`src/hw/rtl/bis_pkg.sv`:
```
// Shared types, codes and a helper function of the burner ignition sequencer.
`default_nettype none

package bis_pkg;

    // Configuration register indexes.
    localparam int CFG_IDX_W = 2;
    localparam logic [CFG_IDX_W-1:0] CFG_MIN_ANGLE  = 2'd0;
    localparam logic [CFG_IDX_W-1:0] CFG_MAX_ANGLE  = 2'd1;
    localparam logic [CFG_IDX_W-1:0] CFG_MIRROR_CCW = 2'd2;

    // Reset value of the ignition angle.
    localparam logic [7:0] MAX_ANGLE_RST = 8'd180;

    // Burner phases, coded as they appear on the result beat.
    typedef enum logic [2:0] {
        PH_UNDEF  = 3'd0,
        PH_SW_ON  = 3'd1,
        PH_SW_OFF = 3'd2,
        PH_ON     = 3'd3,
        PH_OFF    = 3'd4
    } t_phase;

    // Payload of one request beat.
    typedef struct packed {
        logic [7:0]  requested_angle;
        logic        off_at_minimum;
        logic [31:0] now_ms;
    } t_req;

    // Payload of one servo write beat.
    typedef struct packed {
        logic [7:0] servo_angle;
        logic       dwell_after;
        logic [2:0] burner_phase;
        logic       last_of_run;
    } t_wr;

    // Configuration registers as one group.
    typedef struct packed {
        logic [7:0] min_angle;
        logic [7:0] max_angle;
        logic       mirror_ccw;
    } t_cfg;

    // Writes produced by one request: count and up to two beats in order.
    typedef struct packed {
        logic [1:0] cnt;
        t_wr        w0;
        t_wr        w1;
    } t_step;

    // Angle as the servo sees it, mirrored for counter-clockwise mounting.
    function automatic logic [7:0] mirror_angle(input logic [7:0] value,
                                                input logic [7:0] max_angle,
                                                input logic       ccw);
        logic [7:0] d;
        d = value;
        if (ccw) begin
            d = (value > max_angle) ? 8'd0 : (max_angle - value);
        end
        return d;
    endfunction

endpackage

`default_nettype wire

```
`src/hw/rtl/bis_ifs.sv`:
```
// Handshake interfaces for the request and servo write channels.
`default_nettype none

interface bis_req_if;
    import bis_pkg::*;

    logic valid;
    logic ready;
    t_req data;

    modport source (output valid, output data, input ready);
    modport sink   (input valid, input data, output ready);
endinterface

interface bis_wr_if;
    import bis_pkg::*;

    logic valid;
    logic ready;
    t_wr  data;

    modport source (output valid, output data, input ready);
    modport sink   (input valid, input data, output ready);
endinterface

`default_nettype wire

```
`src/hw/rtl/bis_step.sv`:
```
// Next-state and servo write logic for one registered request.
`default_nettype none

module bis_step #(
    parameter int HOLD_OFF_MS = 5000,
    parameter int TIME_BITS   = 32
) (
    input  var bis_pkg::t_req        i_req,
    input  var bis_pkg::t_cfg        i_cfg,
    input  var bis_pkg::t_phase      i_phase,
    input  wire  [TIME_BITS-1:0]     i_last_ms,
    input  wire                      i_armed,
    input  wire  [7:0]               i_cur,
    output bis_pkg::t_phase          o_phase,
    output logic [TIME_BITS-1:0]     o_last_ms,
    output logic                     o_armed,
    output logic [7:0]               o_cur,
    output bis_pkg::t_step           o_step
);
    import bis_pkg::*;

    localparam logic [TIME_BITS-1:0] HOLD_CMP = TIME_BITS'(HOLD_OFF_MS);

    logic [7:0]           deg;
    logic                 on;
    logic                 armed_eff;
    logic [TIME_BITS-1:0] last_eff;
    logic [TIME_BITS-1:0] now;
    logic [TIME_BITS-1:0] diff;
    logic                 passed;
    logic                 steady;
    logic [7:0]           tgt;
    logic [7:0]           d_ign;
    logic [7:0]           d_tgt;
    logic                 en_ign;
    logic                 en_tgt;
    logic                 en_a;
    logic                 en_b;
    logic [7:0]           ang_a;
    logic                 dwl_a;
    t_phase               ph_new;

    // Clip the request and decide whether it asks for a lit burner.
    always_comb begin
        deg = i_req.requested_angle;
        if (deg < i_cfg.min_angle ||
            (i_req.off_at_minimum && deg == i_cfg.min_angle)) begin
            deg = 8'd0;
        end
        on  = (deg >= i_cfg.min_angle);
        tgt = on ? deg : 8'd0;
    end

    // The undefined phase disarms the hold-off so the first switch is immediate.
    always_comb begin
        armed_eff = (i_phase == PH_UNDEF) ? 1'b0 : i_armed;
        last_eff  = (i_phase == PH_UNDEF) ? '0 : i_last_ms;
        now       = i_req.now_ms[TIME_BITS-1:0];
        diff      = now - last_eff;
        passed    = !armed_eff || (diff > HOLD_CMP);
        steady    = (on && i_phase == PH_ON) || (!on && i_phase == PH_OFF);
    end

    // Servo angles and repeat suppression for the ignition and target writes.
    always_comb begin
        d_ign  = mirror_angle(i_cfg.max_angle, i_cfg.max_angle, i_cfg.mirror_ccw);
        d_tgt  = mirror_angle(tgt, i_cfg.max_angle, i_cfg.mirror_ccw);
        en_ign = (i_cfg.max_angle == 8'd0) || (i_cur != d_ign);
        en_tgt = (tgt == 8'd0) || (d_ign != d_tgt);
    end

    // Select the case: steady write, full switch, or waiting on the hold-off.
    always_comb begin
        o_last_ms = last_eff;
        o_armed   = armed_eff;
        o_cur     = i_cur;
        ph_new    = on ? PH_SW_ON : PH_SW_OFF;
        en_a      = 1'b0;
        en_b      = 1'b0;
        ang_a     = d_ign;
        dwl_a     = 1'b1;
        if (steady) begin
            ph_new = i_phase;
            en_a   = (tgt == 8'd0) || (i_cur != d_tgt);
            ang_a  = d_tgt;
            dwl_a  = 1'b0;
            o_cur  = d_tgt;
        end else if (passed) begin
            ph_new    = on ? PH_ON : PH_OFF;
            en_a      = en_ign;
            en_b      = en_tgt;
            o_cur     = d_tgt;
            o_last_ms = now;
            o_armed   = 1'b1;
        end
        o_phase = ph_new;
    end

    // Pack the enabled writes in order and mark the final one.
    always_comb begin
        o_step.w1.servo_angle  = d_tgt;
        o_step.w1.dwell_after  = 1'b0;
        o_step.w1.burner_phase = ph_new;
        o_step.w1.last_of_run  = 1'b1;
        o_step.w0.burner_phase = ph_new;
        if (en_a) begin
            o_step.cnt            = en_b ? 2'd2 : 2'd1;
            o_step.w0.servo_angle = ang_a;
            o_step.w0.dwell_after = dwl_a;
            o_step.w0.last_of_run = !en_b;
        end else begin
            o_step.cnt            = en_b ? 2'd1 : 2'd0;
            o_step.w0.servo_angle = d_tgt;
            o_step.w0.dwell_after = 1'b0;
            o_step.w0.last_of_run = 1'b1;
        end
    end

endmodule

`default_nettype wire

```
`src/hw/rtl/burner_ignition_sequencer_core.sv`:
```
// Top level of the burner ignition sequencer: registers, write buffer and config port.
// A request beat is held in the input register until the output buffer can take its writes.
// Throughput: one request per cycle when each gives at most one write and the output is
// not stalled; a request that gives two writes holds the two-slot output buffer until its
// second beat leaves the single output port.
// Reset (synchronous, active low) clears the phase to undefined, the hold-off state,
// the current angle, the buffer and sets the config registers to their defaults.
`default_nettype none

module burner_ignition_sequencer_core #(
    parameter int HOLD_OFF_MS = 5000,
    parameter int TIME_BITS   = 32
) (
    input  wire                           i_clk,
    input  wire                           i_rst_n,
    input  wire                           i_cfg_we,
    input  wire  [bis_pkg::CFG_IDX_W-1:0] i_cfg_idx,
    input  wire  [7:0]                    i_cfg_data,
    bis_req_if.sink                       i_req,
    bis_wr_if.source                      o_wr
);
    import bis_pkg::*;

    t_cfg                 r_cfg;
    logic                 r_in_vld;
    t_req                 r_in;
    t_phase               r_phase;
    logic [TIME_BITS-1:0] r_last_ms;
    logic                 r_armed;
    logic [7:0]           r_cur;
    logic [1:0]           r_cnt;
    t_wr                  r_slot0;
    t_wr                  r_slot1;

    t_phase               n_phase;
    logic [TIME_BITS-1:0] n_last_ms;
    logic                 n_armed;
    logic [7:0]           n_cur;
    t_step                step;
    logic                 pop;
    logic                 can_load;
    logic                 consume;

    // Configuration registers.
    always_ff @(posedge i_clk) begin
        if (!i_rst_n) begin
            r_cfg.min_angle  <= 8'd0;
            r_cfg.max_angle  <= MAX_ANGLE_RST;
            r_cfg.mirror_ccw <= 1'b0;
        end else if (i_cfg_we) begin
            case (i_cfg_idx)
                CFG_MIN_ANGLE:  r_cfg.min_angle  <= i_cfg_data;
                CFG_MAX_ANGLE:  r_cfg.max_angle  <= i_cfg_data;
                CFG_MIRROR_CCW: r_cfg.mirror_ccw <= i_cfg_data[0];
                default: ;
            endcase
        end
    end

    // Handshake: the buffer must be free by the end of this cycle to take a request.
    assign pop           = o_wr.valid && o_wr.ready;
    assign can_load      = (r_cnt == 2'd0) || (r_cnt == 2'd1 && pop);
    assign consume       = r_in_vld && can_load;
    assign i_req.ready   = !r_in_vld || consume;
    assign o_wr.valid    = (r_cnt != 2'd0);
    assign o_wr.data     = r_slot0;

    // Input register.
    always_ff @(posedge i_clk) begin
        if (!i_rst_n) begin
            r_in_vld <= 1'b0;
        end else if (i_req.ready) begin
            r_in_vld <= i_req.valid;
        end
    end

    always_ff @(posedge i_clk) begin
        if (i_req.valid && i_req.ready) begin
            r_in <= i_req.data;
        end
    end

    bis_step #(
        .HOLD_OFF_MS (HOLD_OFF_MS),
        .TIME_BITS   (TIME_BITS)
    ) u_step (
        .i_req     (r_in),
        .i_cfg     (r_cfg),
        .i_phase   (r_phase),
        .i_last_ms (r_last_ms),
        .i_armed   (r_armed),
        .i_cur     (r_cur),
        .o_phase   (n_phase),
        .o_last_ms (n_last_ms),
        .o_armed   (n_armed),
        .o_cur     (n_cur),
        .o_step    (step)
    );

    // Burner state advances once per consumed request.
    always_ff @(posedge i_clk) begin
        if (!i_rst_n) begin
            r_phase   <= PH_UNDEF;
            r_last_ms <= '0;
            r_armed   <= 1'b0;
            r_cur     <= 8'd0;
        end else if (consume) begin
            r_phase   <= n_phase;
            r_last_ms <= n_last_ms;
            r_armed   <= n_armed;
            r_cur     <= n_cur;
        end
    end

    // Two-slot output buffer: load a whole run, or shift one beat out.
    always_ff @(posedge i_clk) begin
        if (!i_rst_n) begin
            r_cnt <= 2'd0;
        end else if (consume) begin
            r_cnt <= step.cnt;
        end else if (pop) begin
            r_cnt <= r_cnt - 2'd1;
        end
    end

    always_ff @(posedge i_clk) begin
        if (consume) begin
            r_slot0 <= step.w0;
            r_slot1 <= step.w1;
        end else if (pop) begin
            r_slot0 <= r_slot1;
        end
    end

    // The buffer never holds more than one run.
    a_cnt_range: assert property (@(posedge i_clk) disable iff (!i_rst_n)
        r_cnt != 2'd3)
        else $error("write buffer count out of range");

    // A beat that does not close its run always has its partner behind it.
    a_run_open: assert property (@(posedge i_clk) disable iff (!i_rst_n)
        (o_wr.valid && !o_wr.data.last_of_run) |-> (r_cnt == 2'd2))
        else $error("open run without a second beat");

    // The second beat of a run always closes it.
    a_run_close: assert property (@(posedge i_clk) disable iff (!i_rst_n)
        (r_cnt == 2'd2) |-> r_slot1.last_of_run)
        else $error("second beat does not close the run");

    // The hold-off is only armed once the phase has left undefined.
    a_armed_phase: assert property (@(posedge i_clk) disable iff (!i_rst_n)
        r_armed |-> (r_phase != PH_UNDEF))
        else $error("hold-off armed in undefined phase");

    // A dwell mark only ever goes with the ignition angle.
    a_dwell_first: assert property (@(posedge i_clk) disable iff (!i_rst_n)
        (o_wr.valid && o_wr.data.dwell_after) |-> (r_cnt == 2'd2 || o_wr.data.last_of_run))
        else $error("dwell mark out of place");

endmodule

`default_nettype wire
```
`src/flat_wrapper.sv`:
```
// flat-port wrapper written by rule: the top's interface ports become plain ports
module burner_ignition_sequencer_core_flat import bis_pkg::*;
#(
    parameter int HOLD_OFF_MS = 5000,
    parameter int TIME_BITS   = 32
)
  (i_clk, i_rst_n, i_cfg_we, i_cfg_idx, i_cfg_data, i_req_valid, i_req_data, i_req_ready, o_wr_valid, o_wr_data, o_wr_ready);
  bis_req_if i_req_i ();
  bis_wr_if o_wr_i ();
  input  wire i_clk;
  input  wire i_rst_n;
  input  wire i_cfg_we;
  input  wire  [bis_pkg::CFG_IDX_W-1:0] i_cfg_idx;
  input  wire  [7:0] i_cfg_data;
  input wire logic [$bits(i_req_i.valid)-1:0] i_req_valid;
  input wire logic [$bits(i_req_i.data)-1:0] i_req_data;
  output wire logic [$bits(i_req_i.ready)-1:0] i_req_ready;
  output wire logic [$bits(o_wr_i.valid)-1:0] o_wr_valid;
  output wire logic [$bits(o_wr_i.data)-1:0] o_wr_data;
  input wire logic [$bits(o_wr_i.ready)-1:0] o_wr_ready;
  assign i_req_i.valid = i_req_valid;
  assign i_req_i.data = i_req_data;
  assign i_req_ready = i_req_i.ready;
  assign o_wr_valid = o_wr_i.valid;
  assign o_wr_data = o_wr_i.data;
  assign o_wr_i.ready = o_wr_ready;
  burner_ignition_sequencer_core #(.HOLD_OFF_MS(HOLD_OFF_MS), .TIME_BITS(TIME_BITS)) u_core (.i_clk(i_clk), .i_rst_n(i_rst_n), .i_cfg_we(i_cfg_we), .i_cfg_idx(i_cfg_idx), .i_cfg_data(i_cfg_data), .i_req(i_req_i), .o_wr(o_wr_i));
endmodule
```
`config.mk`:
```
export PLATFORM = sky130hd
export DESIGN_NAME = burner_ignition_sequencer_core_flat
export DESIGN_NICKNAME = d
export VERILOG_FILES = /design/src/hw/rtl/bis_pkg.sv /design/src/hw/rtl/bis_ifs.sv /design/src/hw/rtl/bis_step.sv /design/src/hw/rtl/burner_ignition_sequencer_core.sv /design/src/flat_wrapper.sv
export SDC_FILE = /design/constraint.sdc
export NUM_CORES = 1
export LEC_CHECK = 0
export BUFFER_PORTS_ARGS = -buffer_cell sky130_fd_sc_hd__buf_4
export CELL_PAD_IN_SITES_DETAIL_PLACEMENT = 0
export CELL_PAD_IN_SITES_GLOBAL_PLACEMENT = 2
export CORE_ASPECT_RATIO = 0.9
export CORE_UTILIZATION = 35
export CTS_BUF_LIST = sky130_fd_sc_hd__clkbuf_8
export DETAILED_ROUTE_END_ITERATION = 8
export GPL_ROUTABILITY_DRIVEN = 0
export PLACE_DENSITY_LB_ADDON = 0.1
export RECOVER_POWER = 25
export SKIP_CTS_REPAIR_TIMING = 1
export SYNTH_ARGS = -nofsm -noshare
export SYNTH_HDL_FRONTEND = slang
export SYNTH_SLANG_ARGS = --single-unit
```
`constraint.sdc`:
```
create_clock -name i_clk -period 6.1 [get_ports i_clk]
set_input_delay 0.305 -clock i_clk [delete_from_list [all_inputs] [get_ports i_clk]]
set_output_delay 0.305 -clock i_clk [all_outputs]
set_load 0.02 [all_outputs]
```
Word level (Yosys, flattened, before mapping):

Index checks and enable logic that the tools add are counted.

* flip-flop bits (word level): 129
* latch bits: 0
* RAM bits: 0
* memory bits (read-only): 0
* input bits: 56
* output and inout port bits: 15
* memories: 0

* add/subtract/negate cells: 4
* multiply operators: 0
* div/mod/pow operators: 0
* order comparisons: 5
* equal/unequal tests: 9
* shift-type cells: 0
* muxes and demuxes: 32
* bitwise gates (word level): 0
* reductions and logical operators: 31

Operator list (number)
* $mux 32: 3
* $mux 8: 9
* $gt 32x13->1 const B: 1
* $sub 32x32->32: 1
* $mux 13: 2
* $ne 8x8->1: 3
* $gt 8x8->1: 2
* $logic_not 8->1: 2
* $sub 8x8->8: 2
* $mux 11: 1
* $mux 1: 10
* $mux 3: 3
* $eq 8x8->1: 1
* $ge 8x8->1: 1
* $logic_or 1x1->1: 8
* $lt 8x8->1: 1
* $mux 2: 4
* $reduce_and 2->1: 4
* $logic_and 1x1->1: 7
* $reduce_bool 2->1: 3
* $eq 2x1->1 const B: 2
* $logic_not 1->1: 4
* $logic_not 2->1: 2
* $eq 3x2->1 const B: 1
* 4 further kinds: 4

Logic depth before layout (Yosys ltp):

* depth in word-level cells: 16
* depth in mapped cells: 32

Cells and area by module:

Synthesis repeated with hierarchy kept, for this count alone.

* cells, all modules: 1128
* area, all modules: 9755.6 um2

By module, submodules not included
* bis_step: instances 1, cells each 763, area each 5083.6 um2
* burner_ignition_sequencer_core: instances 1, cells each 365, area each 4672.0 um2

Least setup slack after synthesis:

Ideal clock, no wire load.

* path type: reg2reg
* from: reg u_core.r_in[34] (netlist bit)
* to: reg u_core.r_cnt[0]
* library setup time: 0.086 ns
* arrival: 6.032 ns
* required time: 6.014 ns
* path slack: -0.018 ns
* stages on the path, launching flop included: 30
* buffers on the path: 0
* clock period less this slack: 6.118 ns
* cells stage by stage: edfxtp_1 -> ha_1 -> nor2b_1 -> o21a_1 -> o21a_1 -> o21bai_1 -> a21oi_1 -> nand2_1 -> ha_1 -> nand2b_1 -> a21o_1 -> a211o_1 -> a221oi_2 -> a211oi_1 -> and2_1 -> ha_1 -> inv_1 -> fa_1 -> a21o_1 -> a21oi_1 -> o21ai_0 -> o211ai_1 -> a21oi_1 -> a22oi_1 -> or4_1 -> o221ai_1 -> a31oi_1 -> ha_1 -> nor2_1 -> a211oi_1

* longest elaborated chain between the ends: 16
* elaborated cells on any way between the ends: 27
* those cells by class: add/sub (1); order compare (3); eq/ne (3); mux (11); reduce/logical (9)

Ends and longest elaborated chain
* start, declared: line burner_ignition_sequencer_core.sv:26 `t_req r_in;`
* start signal, assigned: line burner_ignition_sequencer_core.sv:79 `r_in <= i_req.data;`
* branches (longest 3 deep; another with $lt 8x8->1)
* $mux 8 *: line bis_step.sv:46 `if (deg < i_cfg.min_angle ||`
* $ge 8x8->1: line bis_step.sv:50 `on = (deg >= i_cfg.min_angle);`
* $mux 8: line bis_step.sv:51 `tgt = on ? deg : 8'd0;`
* $sub 8x8->8 / $gt 8x8->1 (equally long branches): line bis_pkg.sv:60 `d = (value > max_angle) ? 8'd0 : (max_angle - value);`
* $mux 8: line bis_pkg.sv:60
* $mux 8: line bis_pkg.sv:59 `if (ccw) begin`
* $ne 8x8->1: line bis_step.sv:69 `en_tgt = (tgt == 8'd0) || (d_ign != d_tgt);`
* $logic_or 1x1->1: line bis_step.sv:69
* $mux 1: line bis_step.sv:88 `end else if (passed) begin`
* $mux 1: line bis_step.sv:82 `if (steady) begin`
* $mux 1 / $mux 2 (equally long branches): line bis_step.sv:112, bis_step.sv:107
* $mux 11 *: line bis_step.sv:106 `if (en_a) begin`
* $mux 2 *: line burner_ignition_sequencer_core.sv:119 `end else if (consume) begin`
* end signal, assigned: line burner_ignition_sequencer_core.sv:120 `r_cnt <= step.cnt;`
* end signal, assigned: line burner_ignition_sequencer_core.sv:122 `r_cnt <= r_cnt - 2'd1;`
* end, declared: line burner_ignition_sequencer_core.sv:31 `logic [1:0] r_cnt;`

Every way passes the cells marked *.
A chain may end at the register's enable or synchronous reset.

Worst setup path after layout:

Same ends and word-level chain as after synthesis.

==> impl_metrics.tcl <==
set metrics [dict create \
    run_status "completed" \
    synthesis.area_mm2 0.008613 \
    synthAdderAreaFrac_pct 9.326 \
    cts.clk_slew.worst_paths_ns 0.08 \
    cts-buffers-inserted 17 \
    worst_ep_required_ns 6.48 \
    timing_max_transition_violations_final 0 \
    routed-via-count 7929 \
    timing.slew.headroom_pct 18.67 \
    max_freq_mhz 175.3 \
    reg2reg_depth 28 \
    total_switching_power_w 0.001155 \
    critPathKind "reg2reg" \
    overflow 0 \
    tritoncts "built" \
    drc 0 \
    switching_fraction_pct 38.19 \
    via_per_inst 5.518 \
    synth_edf_count 65 \
    finish.net_count 1236 \
    timing.critical_path.slowest_stage_cell "sky130_fd_sc_hd__or4_1" \
    worst_case_clock_skew_ns 0.03252 \
    grt_max_degree 50 \
    timing.critical_path.to_type "register" \
    p_clk_share_pct 24.6 \
    p_comb_share_pct 38.8 \
    synth_cell_type_count 81 \
    synth-main-ff-cell "sky130_fd_sc_hd__edfxtp_1" \
    drt_iter0_drc 432 \
    wl_um 26870 \
    postSynth.asyncResetShare_pct 0 \
    whs_ns 0.04939 \
    diodes 0 \
    hp-class "in2reg" \
    detailedRoute.firstPassIterationCount 5 \
    internal_power_w 0.001869 \
    synth.area.mux_share_pct 2.440 \
    ant_nets_after_route 0 \
    floorplan.initialDensity_pct 35.61 \
    max_cap_viols 0 \
    synth-seq-area-share_pct 37.54 \
    final_core_utilization_pct 43.15 \
    cts_sinks 129 \
    finalHoldViolCount 0 \
    synth-compound-area-share_pct 23.23 \
    placeableCoreArea_mm2 0.02419 \
    floorplan.die.width_um 167.4 \
    placement.io_buffers 70 \
    post_synth_inst_count 1003 \
    syn-mean-instance-area_um2 8.587 \
    clk_latency_ns 0.47 \
    period_share_pct 93.49 \
    timing.final.setup_violations 0 \
    worstPathMaxFanout 8 \
    grt_first_pass_wirelength_um 42060 \
    h-tree-depth 4 \
    timing_worst_slew_pin_value_ns 1.220 \
    synth_warnings 0 \
    power.sequential.fraction_pct 36.6 \
    clock_tree.root_cell "sky130_fd_sc_hd__clkbuf_8" \
    power-per-cell-area_mw_per_mm2 289.7 \
    cts_buffer_depth 2 \
    worstSetupStartpointType "register" \
    postSynthNetCount 1122 \
    yosys.area_share.xor_xnor_pct 3.152 \
    holdPathStages 1 \
    crit_path_arrival_time_ns 6.08 \
    num_io_pins 71 \
    std_cell_rows 54 \
    post-dp-hpwl_um 19400 \
    synth.ff_latch_count 129 \
    critical_path.max_stage_delay_ns 0.49 \
    worst_ir_drop_vdd_mv 0.1726 \
    synth_top_family_by_area "compound AO/OA/AOI/OAI gates" \
    period_minus_slack_ns 5.703 \
    vias_in_the_first_global_route 7647 \
    global_route_total_usage_across_every_layer_pct 21.62 \
    post_synthesis_share_of_cell_area_spent_on_and_or_nand_and_nor_gates_pct 20.38 \
    setup_repair_after_global_routing_missed_its_margin "false" \
    grt_antenna_before_repair 0 \
    final_layout_size_suffix_gt1_share_pct 15.15 \
    crit_top_cell "sky130_fd_sc_hd__ha_1" \
    area_delta_synth_final_pct 21.18 \
    die-height_um 150.8 \
    design.die.area_mm2 0.02524 \
    post_drt_wl_per_cell_um 18.70 \
    total_leakage_power_nw 3.990 \
]
==> sequential cells by signal (all words and copies together), names as in the netlist <==
name,flops
u_core.r_last_ms,32
u_core.o_wr.data,13
u_core.r_in_vld,1
u_core.r_in,41
u_core.r_phase,3
u_core.r_cnt,2
u_core.r_cur,8
u_core.r_slot1,11
u_core.r_armed,1
u_core.r_cfg,17
==> kinds of logic (layout without fill, tap and decap cells) <==
kind of cell,count (synthesis),count (layout)
and+or+nand+nor,365,365
DFF,129,129
buffers and inverters,84,210
adders and majority gates,63,63
AOI/OAI and AO/OA,310,310
muxes,21,21
xor gates and xnor gates,31,31
==> synth_stat cells, drive strengths merged (7+ instances only) <==
cell type,count,area (um2)
a21o,17,127.6
a22o,8,70.07
nand2b,11,68.82
a41oi,8,70.07
or3,7,43.79
dfxtp,64,1281
xnor2,21,183.9
o211ai,10,80.07
nor2,95,356.6
o21ai,74,374.1
a21oi,103,523.0
edfxtp,65,1952
nor4,7,50.05
buf,17,87.59
nand3,40,200.2
nand2,112,422.9
a31oi,8,50.05
nor3,21,105.1
and2,16,100.1
clkbuf,34,127.6
mux2i,21,210.2
a211oi,9,72.57
xor2,10,87.58
o21a,9,67.56
inv,31,116.4
ha,61,763.2
nand4,17,106.4
==> power groups by stage <==
stage	combinational, W	sequential [W]	clock, W
final	0.00117	0.00111	0.000742
after global routing	0.00130	0.00112	0.000796
after CTS	0.00114	0.00111	0.000766
after detailed placement	0.00114	0.00113	0
after global placement	0.00115	0.00113	0
after floorplan	0.000738	0.00114	0
==> metal layers <==
metal	track usage, %	up-vias	routed length (um)
met2	37.92	113	13200
met1	27.50	3847	12620
met3	3.528	19	694
li1	-	3950	-
met4	6.009	0	344
met5	0	-	0
==> final timing paths <==
path	slack [ns]	to	from
setup / recovery	0.40	u_core.r_cnt[0]	u_core.r_in[34]
hold / removal	0.05	u_core.r_in[23]	i_req_data[23]
setup reg to reg	0.40	u_core.r_cnt[0]	u_core.r_in[34]
hold reg to reg	0.48	u_core.r_last_ms[3]	u_core.r_last_ms[3]
==> metrics by stage <==
step / area, um2 / setup slack [ns] / power [W] / TNS [ns] / std cells
2_1_floorplan: 8617 / 0.09014 / 0.001877 / 0 / 1003
3_3_place_gp: 9608 / 0.07213 / 0.002275 / 0 / 1368
3_5_place_dp: 9608 / -0.07264 / 0.002266 / -0.07264 / 1368
4_1_cts: 9982 / -0.1032 / 0.003019 / -0.1032 / 1399
5_1_grt: 10440 / 0.01851 / 0.003221 / 0 / 1437
6_report: 10440 / 0.3970 / 0.003024 / 0 / 1437
==> layout make-up <==
type	count	area [um2]
repair buffers	146	1180
flip-flops and latches	129	3233
clock buffers	17	234.0
clock inverters	14	140.1
inverters	33	123.9
fillers	2447	13750
multi-input cells	790	5141
well taps	308	385.4
==> worst max-delay path, delay by kind of cell, from the launching register on <==
| kind | cells | cell delay, ns |
|---|---|---|
| xor gates and xnor gates | 1 | 0.15 |
| DFF | 1 | 0.40 |
| and+or+nand+nor | 8 | 1.22 |
| adders and majority gates | 4 | 1.04 |
| AOI/OAI and AO/OA | 15 | 2.78 |
==> placed cells by master (no fill, tap or decap), types with 6 or more instances in the layout <==
cell type and count:
sky130_fd_sc_hd__nand2_1 111, sky130_fd_sc_hd__a21oi_1 97, sky130_fd_sc_hd__nor2_1 95, sky130_fd_sc_hd__buf_4 69, sky130_fd_sc_hd__o21ai_0 67, sky130_fd_sc_hd__edfxtp_1 65
sky130_fd_sc_hd__dfxtp_1 64, sky130_fd_sc_hd__ha_1 61, sky130_fd_sc_hd__clkbuf_4 41, sky130_fd_sc_hd__nand3_1 40, sky130_fd_sc_hd__dlygate4sd3_1 35, sky130_fd_sc_hd__inv_1 30
sky130_fd_sc_hd__xnor2_1 21, sky130_fd_sc_hd__mux2i_1 21, sky130_fd_sc_hd__nor3_1 20, sky130_fd_sc_hd__nand4_1 17, sky130_fd_sc_hd__a21o_1 17, sky130_fd_sc_hd__clkbuf_8 17
sky130_fd_sc_hd__and2_1 13, sky130_fd_sc_hd__nand2b_1 11, sky130_fd_sc_hd__xor2_1 10, sky130_fd_sc_hd__o21a_1 9, sky130_fd_sc_hd__o211ai_1 9, sky130_fd_sc_hd__a31oi_1 8
sky130_fd_sc_hd__a41oi_1 8, sky130_fd_sc_hd__a22o_1 7, sky130_fd_sc_hd__a211oi_1 7, sky130_fd_sc_hd__or3_1 7, sky130_fd_sc_hd__o21ai_1 6, sky130_fd_sc_hd__nor4_1 6
No activity file was read; power rests on OpenSTA's default activity.
